<file path="config.mk">
export PLATFORM = sky130hd
export DESIGN_NAME = utf8_run_validate_escape_top_flat
export DESIGN_NICKNAME = d
export VERILOG_FILES = /design/src/rtl/u8rve_pkg.sv /design/src/rtl/u8rve_intf.sv /design/src/rtl/utf8_run_validate_escape_top.sv /design/src/rtl/u8rve_decide.sv /design/src/flat_wrapper.sv
export SDC_FILE = /design/constraint.sdc
export NUM_CORES = 1
export LEC_CHECK = 0
export BUFFER_PORTS_ARGS = -buffer_cell sky130_fd_sc_hd__buf_2
export CAP_MARGIN = 20
export CORE_UTILIZATION = 40
export CTS_CLUSTER_DIAMETER = 200
export DETAILED_ROUTE_END_ITERATION = 12
export PLACE_DENSITY_LB_ADDON = 0.15
export SLEW_MARGIN = 20
export SYNTH_ARGS = -nofsm -noshare
export SYNTH_HDL_FRONTEND = slang
export SYNTH_SLANG_ARGS = --single-unit
</file>
<file path="constraint.sdc">
create_clock -name clk_i -period 8.4 [get_ports clk_i]
set_clock_uncertainty 0.1 [all_clocks]
set_input_delay 0.84 -clock clk_i [delete_from_list [all_inputs] [get_ports clk_i]]
set_output_delay 0.84 -clock clk_i [all_outputs]
set_load 0.005 [all_outputs]
</file>
<file path="src/rtl/u8rve_pkg.sv">
// Package for the UTF-8 run validator / JSON escaper.
// Holds the shared types, codes and escape-byte helpers.
// No dependencies.
package u8rve_pkg;

  // Working buffer: up to three held bytes plus the new one
  typedef logic [3:0][7:0] buf_t;
  typedef logic [2:0]      cnt_t;

  typedef enum logic [1:0] {
    ESC_FFFD,
    ESC_2028,
    ESC_2029
  } esc_e;

  typedef enum logic [1:0] {
    ACT_NONE,
    ACT_COPY,
    ACT_ESC
  } act_e;

  typedef struct packed {
    act_e       kind;
    esc_e       code;
    logic [2:0] emit_len;
    logic [2:0] consume;
  } act_t;

  typedef enum logic [1:0] {
    ST_IDLE,
    ST_DECIDE,
    ST_EMIT,
    ST_FLUSH
  } state_e;

  typedef enum logic {
    CFG_VALIDATE   = 1'b0,
    CFG_LINE_TERMS = 1'b1
  } cfg_idx_e;

  localparam logic [7:0] LeadE2    = 8'hE2;
  localparam logic [7:0] Cont80    = 8'h80;
  localparam logic [7:0] TermA8    = 8'hA8;
  localparam logic [7:0] TermA9    = 8'hA9;
  localparam logic [7:0] CharBslash = 8'h5C;
  localparam logic [7:0] CharU     = 8'h75;
  localparam logic [2:0] EscLen    = 3'd6;

  function automatic logic [15:0] esc_code(esc_e c);
    logic [15:0] v;
    case (c)
      ESC_2028: v = 16'h2028;
      ESC_2029: v = 16'h2029;
      default:  v = 16'hFFFD;
    endcase
    return v;
  endfunction

  function automatic logic [7:0] hex_char(logic [3:0] nib);
    logic [7:0] v;
    if (nib < 4'd10) begin
      v = 8'h30 + {4'h0, nib};
    end else begin
      v = 8'h57 + {4'h0, nib};
    end
    return v;
  endfunction

  // Byte idx of the six-byte \uXXXX escape
  function automatic logic [7:0] esc_byte(esc_e c, logic [2:0] idx);
    logic [15:0] cp;
    logic [7:0]  v;
    cp = esc_code(c);
    case (idx)
      3'd0:    v = CharBslash;
      3'd1:    v = CharU;
      3'd2:    v = hex_char(cp[15:12]);
      3'd3:    v = hex_char(cp[11:8]);
      3'd4:    v = hex_char(cp[7:4]);
      default: v = hex_char(cp[3:0]);
    endcase
    return v;
  endfunction

endpackage

</file>
<file path="src/rtl/u8rve_intf.sv">
// Valid/ready channel interfaces for input bytes, output bytes and config writes.
// Depends on nothing.
interface u8rve_in_if;
  logic       valid;
  logic       ready;
  logic [7:0] in_byte;
  logic       run_last;
  modport source (output valid, output in_byte, output run_last, input ready);
  modport sink   (input valid, input in_byte, input run_last, output ready);
endinterface

interface u8rve_out_if;
  logic       valid;
  logic       ready;
  logic [7:0] out_byte;
  logic       out_last;
  logic       run_end;
  modport source (output valid, output out_byte, output out_last, output run_end,
                  input ready);
  modport sink   (input valid, input out_byte, input out_last, input run_end,
                  output ready);
endinterface

interface u8rve_cfg_if;
  logic valid;
  logic ready;
  logic index;
  logic data;
  modport source (output valid, output index, output data, input ready);
  modport sink   (input valid, input index, input data, output ready);
endinterface

</file>
<file path="src/rtl/utf8_run_validate_escape_top.sv">
// Top level: byte sequencer around the shared head classifier and escape generator.
// Depends on u8rve_pkg, u8rve_intf and u8rve_decide.
//
//   channel | dir | beat fields
//   in_i    | in  | in_byte[7:0], run_last
//   out_o   | out | out_byte[7:0], out_last, run_end
//   cfg_i   | in  | index (0 validate_utf8, 1 escape_line_terms), data
//
// An item is accepted in idle; then each decided head is classified and its bytes are
// emitted one byte at a time, held while out_o stalls (1..4 copied, 6 for an escape);
// then a closing classify step runs and, if a beat is held, the final beat is released.
// The classifier is shared and the emit path is one byte wide.
// Reset clears the held-byte count, config flags and handshake state; held bytes are
// not cleared. in_i.ready is high only in idle; out_o stalls hold the emit loop.
module utf8_run_validate_escape_top (
  input  logic        clk_i,
  input  logic        rst_ni,
  u8rve_in_if.sink    in_i,
  u8rve_out_if.source out_o,
  u8rve_cfg_if.sink   cfg_i
);

  u8rve_pkg::state_e state_q, state_d;
  u8rve_pkg::buf_t   buf_q, buf_d;
  u8rve_pkg::cnt_t   cnt_q, cnt_d;
  u8rve_pkg::act_t   act_now, act_q;
  logic [2:0]        idx_q, idx_d;
  logic              last_q, val_q, lt_q;
  logic              hold_v_q;
  logic [7:0]        hold_byte_q;
  logic              out_valid_q, out_last_q, run_end_q;
  logic [7:0]        out_byte_q;

  logic       in_ready, in_fire, out_free, emit_adv, emit_done;
  logic       push_out, push_last;
  logic [7:0] gen_byte;

  u8rve_decide u_decide (
    .buf_i  (buf_q),
    .cnt_i  (cnt_q),
    .val_i  (val_q),
    .lt_i   (lt_q),
    .last_i (last_q),
    .act_o  (act_now)
  );

  // Control outputs
  always_comb begin
    in_ready  = (state_q == u8rve_pkg::ST_IDLE);
    in_fire   = in_i.valid && in_ready;
    out_free  = !out_valid_q || out_o.ready;
    emit_adv  = (state_q == u8rve_pkg::ST_EMIT) && (!hold_v_q || out_free);
    emit_done = emit_adv && (idx_q == act_q.emit_len - 3'd1);
    push_last = (state_q == u8rve_pkg::ST_FLUSH) && out_free;
    push_out  = (emit_adv && hold_v_q) || push_last;
    if (act_q.kind == u8rve_pkg::ACT_ESC) begin
      gen_byte = u8rve_pkg::esc_byte(act_q.code, idx_q);
    end else begin
      gen_byte = buf_q[idx_q[1:0]];
    end
  end

  // Next state
  always_comb begin
    state_d = state_q;
    case (state_q)
      u8rve_pkg::ST_IDLE: begin
        if (in_fire) state_d = u8rve_pkg::ST_DECIDE;
      end
      u8rve_pkg::ST_DECIDE: begin
        if (act_now.kind != u8rve_pkg::ACT_NONE) begin
          state_d = u8rve_pkg::ST_EMIT;
        end else if (hold_v_q) begin
          state_d = u8rve_pkg::ST_FLUSH;
        end else begin
          state_d = u8rve_pkg::ST_IDLE;
        end
      end
      u8rve_pkg::ST_EMIT: begin
        if (emit_done) state_d = u8rve_pkg::ST_DECIDE;
      end
      u8rve_pkg::ST_FLUSH: begin
        if (out_free) state_d = u8rve_pkg::ST_IDLE;
      end
      default: state_d = u8rve_pkg::ST_IDLE;
    endcase
  end

  // Buffer load, shift-out of consumed bytes and emit index
  always_comb begin
    logic [2:0] src;
    src   = 3'd0;
    buf_d = buf_q;
    cnt_d = cnt_q;
    idx_d = idx_q;
    if (in_fire) begin
      buf_d[cnt_q[1:0]] = in_i.in_byte;
      cnt_d = cnt_q + 3'd1;
    end else if (emit_done) begin
      for (int i = 0; i < 4; i++) begin
        src = 3'(i) + act_q.consume;
        if (src < 3'd4) buf_d[i] = buf_q[src[1:0]];
      end
      cnt_d = cnt_q - act_q.consume;
    end
    if (state_q == u8rve_pkg::ST_DECIDE) begin
      idx_d = 3'd0;
    end else if (emit_adv) begin
      idx_d = idx_q + 3'd1;
    end
  end

  always_ff @(posedge clk_i or negedge rst_ni) begin
    if (!rst_ni) begin
      state_q     <= u8rve_pkg::ST_IDLE;
      cnt_q       <= '0;
      idx_q       <= '0;
      hold_v_q    <= 1'b0;
      out_valid_q <= 1'b0;
      val_q       <= 1'b0;
      lt_q        <= 1'b0;
    end else begin
      state_q <= state_d;
      cnt_q   <= cnt_d;
      idx_q   <= idx_d;
      if (emit_adv) begin
        hold_v_q <= 1'b1;
      end else if (push_last) begin
        hold_v_q <= 1'b0;
      end
      if (push_out) begin
        out_valid_q <= 1'b1;
      end else if (out_o.ready) begin
        out_valid_q <= 1'b0;
      end
      if (cfg_i.valid) begin
        case (u8rve_pkg::cfg_idx_e'(cfg_i.index))
          u8rve_pkg::CFG_VALIDATE:   val_q <= cfg_i.data;
          u8rve_pkg::CFG_LINE_TERMS: lt_q  <= cfg_i.data;
          default: ;
        endcase
      end
    end
  end

  // Payload registers
  always_ff @(posedge clk_i) begin
    buf_q <= buf_d;
    if (in_fire) last_q <= in_i.run_last;
    if (state_q == u8rve_pkg::ST_DECIDE) act_q <= act_now;
    if (emit_adv) hold_byte_q <= gen_byte;
    if (push_out) begin
      out_byte_q <= hold_byte_q;
      out_last_q <= push_last;
      run_end_q  <= last_q;
    end
  end

  assign in_i.ready     = in_ready;
  assign cfg_i.ready    = 1'b1;
  assign out_o.valid    = out_valid_q;
  assign out_o.out_byte = out_byte_q;
  assign out_o.out_last = out_last_q;
  assign out_o.run_end  = run_end_q;

  a_ready_hold_empty : assert property (@(posedge clk_i) disable iff (!rst_ni)
    in_i.ready |-> !hold_v_q)
    else $error("input taken while a beat is still held");

  a_idle_cnt_fits : assert property (@(posedge clk_i) disable iff (!rst_ni)
    (state_q == u8rve_pkg::ST_IDLE) |-> (cnt_q <= 3'd3))
    else $error("more than three bytes held between items");

  a_emit_idx_range : assert property (@(posedge clk_i) disable iff (!rst_ni)
    (state_q == u8rve_pkg::ST_EMIT) |-> (idx_q < act_q.emit_len))
    else $error("emit index past the action length");

  a_flush_marks_last : assert property (@(posedge clk_i) disable iff (!rst_ni)
    push_last |=> (out_valid_q && out_last_q))
    else $error("closing beat not marked last");

endmodule

</file>
<file path="src/rtl/u8rve_decide.sv">
// Head classifier: decides what the byte at the head of the buffer becomes.
// Uses u8rve_pkg types.
module u8rve_decide (
  input  u8rve_pkg::buf_t buf_i,
  input  u8rve_pkg::cnt_t cnt_i,
  input  logic            val_i,
  input  logic            lt_i,
  input  logic            last_i,
  output u8rve_pkg::act_t act_o
);

  logic [7:0]  b0, b1, b2, b3;
  logic [2:0]  need;
  logic [15:0] cp3;
  logic [20:0] cp4;
  logic        ok;
  logic        lt_hit;

  assign b0 = buf_i[0];
  assign b1 = buf_i[1];
  assign b2 = buf_i[2];
  assign b3 = buf_i[3];

  assign cp3 = {b0[3:0], b1[5:0], b2[5:0]};
  assign cp4 = {b0[2:0], b1[5:0], b2[5:0], b3[5:0]};

  always_comb begin
    if (!val_i) begin
      need = (b0 == u8rve_pkg::LeadE2) ? 3'd3 : 3'd1;
    end else if (b0[7:5] == 3'b110) begin
      need = 3'd2;
    end else if (b0[7:4] == 4'b1110) begin
      need = 3'd3;
    end else if (b0[7:3] == 5'b11110) begin
      need = 3'd4;
    end else begin
      need = 3'd1;
    end
  end

  always_comb begin
    case (need)
      3'd1: ok = !b0[7];
      3'd2: ok = (b1[7:6] == 2'b10) && (b0[4:0] >= 5'd2);
      3'd3: ok = (b1[7:6] == 2'b10) && (b2[7:6] == 2'b10) && (cp3 >= 16'h0800) &&
                 !((cp3 >= 16'hD800) && (cp3 <= 16'hDFFF));
      3'd4: ok = (b1[7:6] == 2'b10) && (b2[7:6] == 2'b10) && (b3[7:6] == 2'b10) &&
                 (cp4 >= 21'h10000) && (cp4 <= 21'h10FFFF);
      default: ok = 1'b0;
    endcase
  end

  assign lt_hit = lt_i && (b0 == u8rve_pkg::LeadE2) && (b1 == u8rve_pkg::Cont80) &&
                  ((b2 == u8rve_pkg::TermA8) || (b2 == u8rve_pkg::TermA9));

  always_comb begin
    act_o.kind     = u8rve_pkg::ACT_NONE;
    act_o.code     = u8rve_pkg::ESC_FFFD;
    act_o.emit_len = 3'd1;
    act_o.consume  = 3'd1;
    if (cnt_i == 3'd0) begin
      act_o.kind = u8rve_pkg::ACT_NONE;
    end else if (!val_i && !lt_i) begin
      act_o.kind = u8rve_pkg::ACT_COPY;
    end else if (cnt_i < need) begin
      // truncated head: decide only at the end of the run
      if (!last_i) begin
        act_o.kind = u8rve_pkg::ACT_NONE;
      end else if (val_i) begin
        act_o.kind     = u8rve_pkg::ACT_ESC;
        act_o.emit_len = u8rve_pkg::EscLen;
      end else begin
        act_o.kind = u8rve_pkg::ACT_COPY;
      end
    end else if (lt_hit) begin
      act_o.kind     = u8rve_pkg::ACT_ESC;
      act_o.code     = (b2 == u8rve_pkg::TermA8) ? u8rve_pkg::ESC_2028 : u8rve_pkg::ESC_2029;
      act_o.emit_len = u8rve_pkg::EscLen;
      act_o.consume  = 3'd3;
    end else if (!val_i) begin
      act_o.kind = u8rve_pkg::ACT_COPY;
    end else if (ok) begin
      act_o.kind     = u8rve_pkg::ACT_COPY;
      act_o.emit_len = need;
      act_o.consume  = need;
    end else begin
      act_o.kind     = u8rve_pkg::ACT_ESC;
      act_o.emit_len = u8rve_pkg::EscLen;
    end
  end

endmodule
</file>
<file path="src/flat_wrapper.sv">
// flat-port wrapper written by rule: the top's interface ports become plain ports
module utf8_run_validate_escape_top_flat 
  (clk_i, rst_ni, in_i_valid, in_i_in_byte, in_i_run_last, in_i_ready, out_o_valid, out_o_out_byte, out_o_out_last, out_o_run_end, out_o_ready, cfg_i_valid, cfg_i_index, cfg_i_data, cfg_i_ready);
  u8rve_in_if in_i_i ();
  u8rve_out_if out_o_i ();
  u8rve_cfg_if cfg_i_i ();
  input  logic clk_i;
  input  logic rst_ni;
  input wire logic [$bits(in_i_i.valid)-1:0] in_i_valid;
  input wire logic [$bits(in_i_i.in_byte)-1:0] in_i_in_byte;
  input wire logic [$bits(in_i_i.run_last)-1:0] in_i_run_last;
  output wire logic [$bits(in_i_i.ready)-1:0] in_i_ready;
  output wire logic [$bits(out_o_i.valid)-1:0] out_o_valid;
  output wire logic [$bits(out_o_i.out_byte)-1:0] out_o_out_byte;
  output wire logic [$bits(out_o_i.out_last)-1:0] out_o_out_last;
  output wire logic [$bits(out_o_i.run_end)-1:0] out_o_run_end;
  input wire logic [$bits(out_o_i.ready)-1:0] out_o_ready;
  input wire logic [$bits(cfg_i_i.valid)-1:0] cfg_i_valid;
  input wire logic [$bits(cfg_i_i.index)-1:0] cfg_i_index;
  input wire logic [$bits(cfg_i_i.data)-1:0] cfg_i_data;
  output wire logic [$bits(cfg_i_i.ready)-1:0] cfg_i_ready;
  assign in_i_i.valid = in_i_valid;
  assign in_i_i.in_byte = in_i_in_byte;
  assign in_i_i.run_last = in_i_run_last;
  assign in_i_ready = in_i_i.ready;
  assign out_o_valid = out_o_i.valid;
  assign out_o_out_byte = out_o_i.out_byte;
  assign out_o_out_last = out_o_i.out_last;
  assign out_o_run_end = out_o_i.run_end;
  assign out_o_i.ready = out_o_ready;
  assign cfg_i_i.valid = cfg_i_valid;
  assign cfg_i_i.index = cfg_i_index;
  assign cfg_i_i.data = cfg_i_data;
  assign cfg_i_ready = cfg_i_i.ready;
  utf8_run_validate_escape_top u_core (.clk_i(clk_i), .rst_ni(rst_ni), .in_i(in_i_i), .out_o(out_o_i), .cfg_i(cfg_i_i));
endmodule
</file>
==> summary.txt <==
Cells and area
  • Ratio of cells with drive above 1 in the final layout: 0.159
  • Multi-input gate area: between 2000 and 2500 um^2
  • Layout fillers: between 1000 and 1500
  • Nets: 508
  • Reg area: 2130 um^2
  • # diodes: 0
  • Layout area overhead: 11.1%

Synthesis
  • Top-count cell post-synth: nand2_1
  • Post-synthesis register bit count: 73
  • Mean Syn Cell Area: roughly 10 um^2
  • Post-synth top cells: nand2_1, edfxtp_1, o21ai_0
  • Post-synth top area share: 0.398
  • Post-synthesis cell count: about 460
  • Synth area leader: edfxtp_1
  • Synth warn: 0
  • FFs w/ async S/R, synth: 0.164
  • Synth unique cells: 59
  • Sequential area share after synthesis: 0.464
  • Synth area leaders: edfxtp_1, dfrtp_1, o21ai_0
  • Post-synth EDFFs: 61
  • Mapped cell area: 4600 um^2
  • Ys flop type: edfxtp_1
  • Syn_nets: 491

STA
  • Max Clock Freq: a little under 300 MHz
  • Fin crit share: 0.409
  • Transition time of the tightest slew-check pin: about 1.0 ns
  • Crit path time final: about 3.4 ns
  • Fin Setup TNS: 0 ns
  • Final Max Slew Viols: 0
  • Final setup viols: 0
  • RSZ-0062 raised after global routing: no
  • Max-slew headroom: 0.307
  • Final hold vios: 0

Worst setup path
  • Worst r2r src: u_core.act_q[1]
  • Data arrival, critical path: 3.59 ns
  • Worst path required time: 8.56 ns
  • Critical path class: register to register
  • CP Max Fanout: 33
  • Worst Setup SP: u_core.act_q[1]
  • Critical path launch point type: register
  • Worst Setup End Kind: register

Route
  • Initial DRC Count: ~260
  • First-pass iteration count of the detailed router: 5
  • DR DRC count: 0
  • Vias/cell: 5.71
  • Antenna Nets Post-Route: 0
  • Post-Route WL: 10900 um
  • Post-DR wirelength/cell: 17.6 um
  • Via count: roughly 3600

Floorplan
  • Ports: 29
  • DIE AREA: ~12000 um^2
  • Core area: roughly 11000 um^2
  • Starting density of the core: 0.417
  • Die height: around 110 um
  • FP Rows: 38
  • Die width: ~110 um

Clock network
  • Clock Sinks: 73
  • Resize count post-CTS: 0
  • CTS Hold Bufs: 0
  • CTS max path bufs: 2
  • TritonCTS clock tree: yes
  • Worst-Skew Late Latency: ~0.34 ns
  • Post-CTS setup buffer count: 0
  • CTS root buffer: clkbuf_16
  • Clock input transition at the sequential cells of the worst setup and hold paths: approximately 0.06 ns
  • Num CTS Buffers: 9
  • H-tree levels: 3

Global route
  • Grt total ovfl: 0
  • Antenna violations before repair: 0
  • Pin count of the biggest net entering global routing: 38
  • Number of global-route vias before repair: approximately 3200
  • First-pass GRT wire length: 17500 um
  • GRT Util Overall: 0.198

Outcome
  • Status: complete, no violations

Place
  • Port Buffers: 27
  • HPWL Detailed: between 8000 and 9000 um
  • GPL Wtd Cong: 0.844

Power and ir drop
  • Maximum vdd drop: roughly 170 uV
  • Pwr dens: 330 nW/um^2
  • Leakage: about 2 nW
  • Final Total Pwr: ~0.0017 W

Job
  • MaxCap Viol Count: 0

Hold path
  • Worst min path class: input port to async pin
-- critical path, stage by stage, from the launching register on --
cell      delay (ns)
edfxtp_1        0.97
inv_1           0.25
ha_1            0.92
nand2_1         0.16
fa_1            0.48
nand2_1         0.08
mux2i_1         0.08
a21oi_1         0.18
xnor2_1         0.13
-- cell usage in the layout, fill, tap and decap left out, types with 3 or more instances in the layout --
cell type  netlist  final
nand2_1         73     73
edfxtp_1        61     61
o21ai_0         58     58
nor2_1          35     35
a21oi_1         28     28
buf_2            0     27
inv_1           19     19
mux2i_1         17     17
mux2_2          17     17
ha_1            13     13
dfrtp_1         12     12
clkbuf_16        0      9
xnor2_1          8      8
mux4_2           7      7
nand2b_1         6      6
and3_1           6      6
nor2b_1          5      5
nor3_1           6      5
nor4_1           5      5
a31oi_1          5      5
a21o_1           4      4
o21a_1           3      3
nor4b_1          3      3
or4_1            3      3
o31ai_1          3      3
nand3_1          3      3
clkbuf_1        18      3
-- kinds of logic after synthesis --
| logic type | count (synthesis) | share of synthesized area |
|---|---|---|
| other | 1 | 0.000816 |
| multiplexers | 42 | 0.119 |
| AND/OR/NAND/NOR | 163 | 0.173 |
| AO/OA/AOI/OAI | 116 | 0.149 |
| XOR/XNOR | 9 | 0.0171 |
| adder cells (fa/ha/maj) | 14 | 0.0397 |
| buffers and inverters | 43 | 0.0375 |
| flip-flops | 73 | 0.464 |
-- final timing paths --
check | to | slack, ns | cells after the start
max | u_core.cnt_q[2] | 4.97 | 8
min | u_core.cnt_q[2] | 0.29 | 1
max reg2reg | u_core.cnt_q[2] | 4.97 | 8
min reg2reg | u_core.out_o.out_byte[5] | 0.32 | 0
max in group asynchronous | u_core.out_o.valid | 7.66 | 1
min in group clk_i | u_core.out_o.out_byte[5] | 0.32 | 0
-- report_power, final --
| part | internal (W) | switching, W |
|---|---|---|
| Clock | 0.000216 | 0.000143 |
| Sequential | 0.000576 | 0.000138 |
| Combinational | 0.000260 | 0.000350 |
-- registers in the layout (all words and copies together), names as in the netlist --
| register | cells |
|---|---|
| u_core.cnt_q | 3 |
| u_core.out_o.out_last | 1 |
| u_core.hold_v_q | 1 |
| u_core.hold_byte_q | 8 |
| u_core.last_q | 1 |
| u_core.act_q | 10 |
| u_core.idx_q | 3 |
| u_core.val_q | 1 |
| u_core.state_q | 2 |
| u_core.lt_q | 1 |
| u_core.buf_q | 32 |
| u_core.out_o.run_end | 1 |
| u_core.out_o.out_byte | 8 |
| u_core.out_o.valid | 1 |
-- per-layer routing --
layer / share of wire / vias to the layer above / wire (um) / GRT usage
li1: - / 1716 / - / -
met1: 0.47 / 1705 / 5160 / 0.276
met2: 0.45 / 121 / 4970 / 0.305
met3: 0.057 / 15 / 626 / 0.0389
met4: 0.017 / 0 / 181 / 0.0657
met5: 0 / - / 0 / 0
-- stage by stage --
stage,area (um^2),hold slack (ns),instances,worst slack [ns],util
after floorplan,4600,0.300,461,5.49,-
after global placement,4830,0.303,607,4.97,0.438
after detailed placement,4830,0.308,607,4.87,0.438
after CTS,5100,0.294,623,5.01,0.463
after global routing,5110,0.310,623,4.77,0.463
final,5110,0.290,623,4.97,0.463
-- final cells by class --
class / count / area share
clock buffer: 14 / 0.0517
clock inverter: 2 / 0.00245
sequential: 73 / 0.417
inverter: 20 / 0.0147
multi-input combinational: 345 / 0.450
tap: 140 / 0.0343
timing repair buffer: 29 / 0.0294
(Power assumes the default switching activity.)
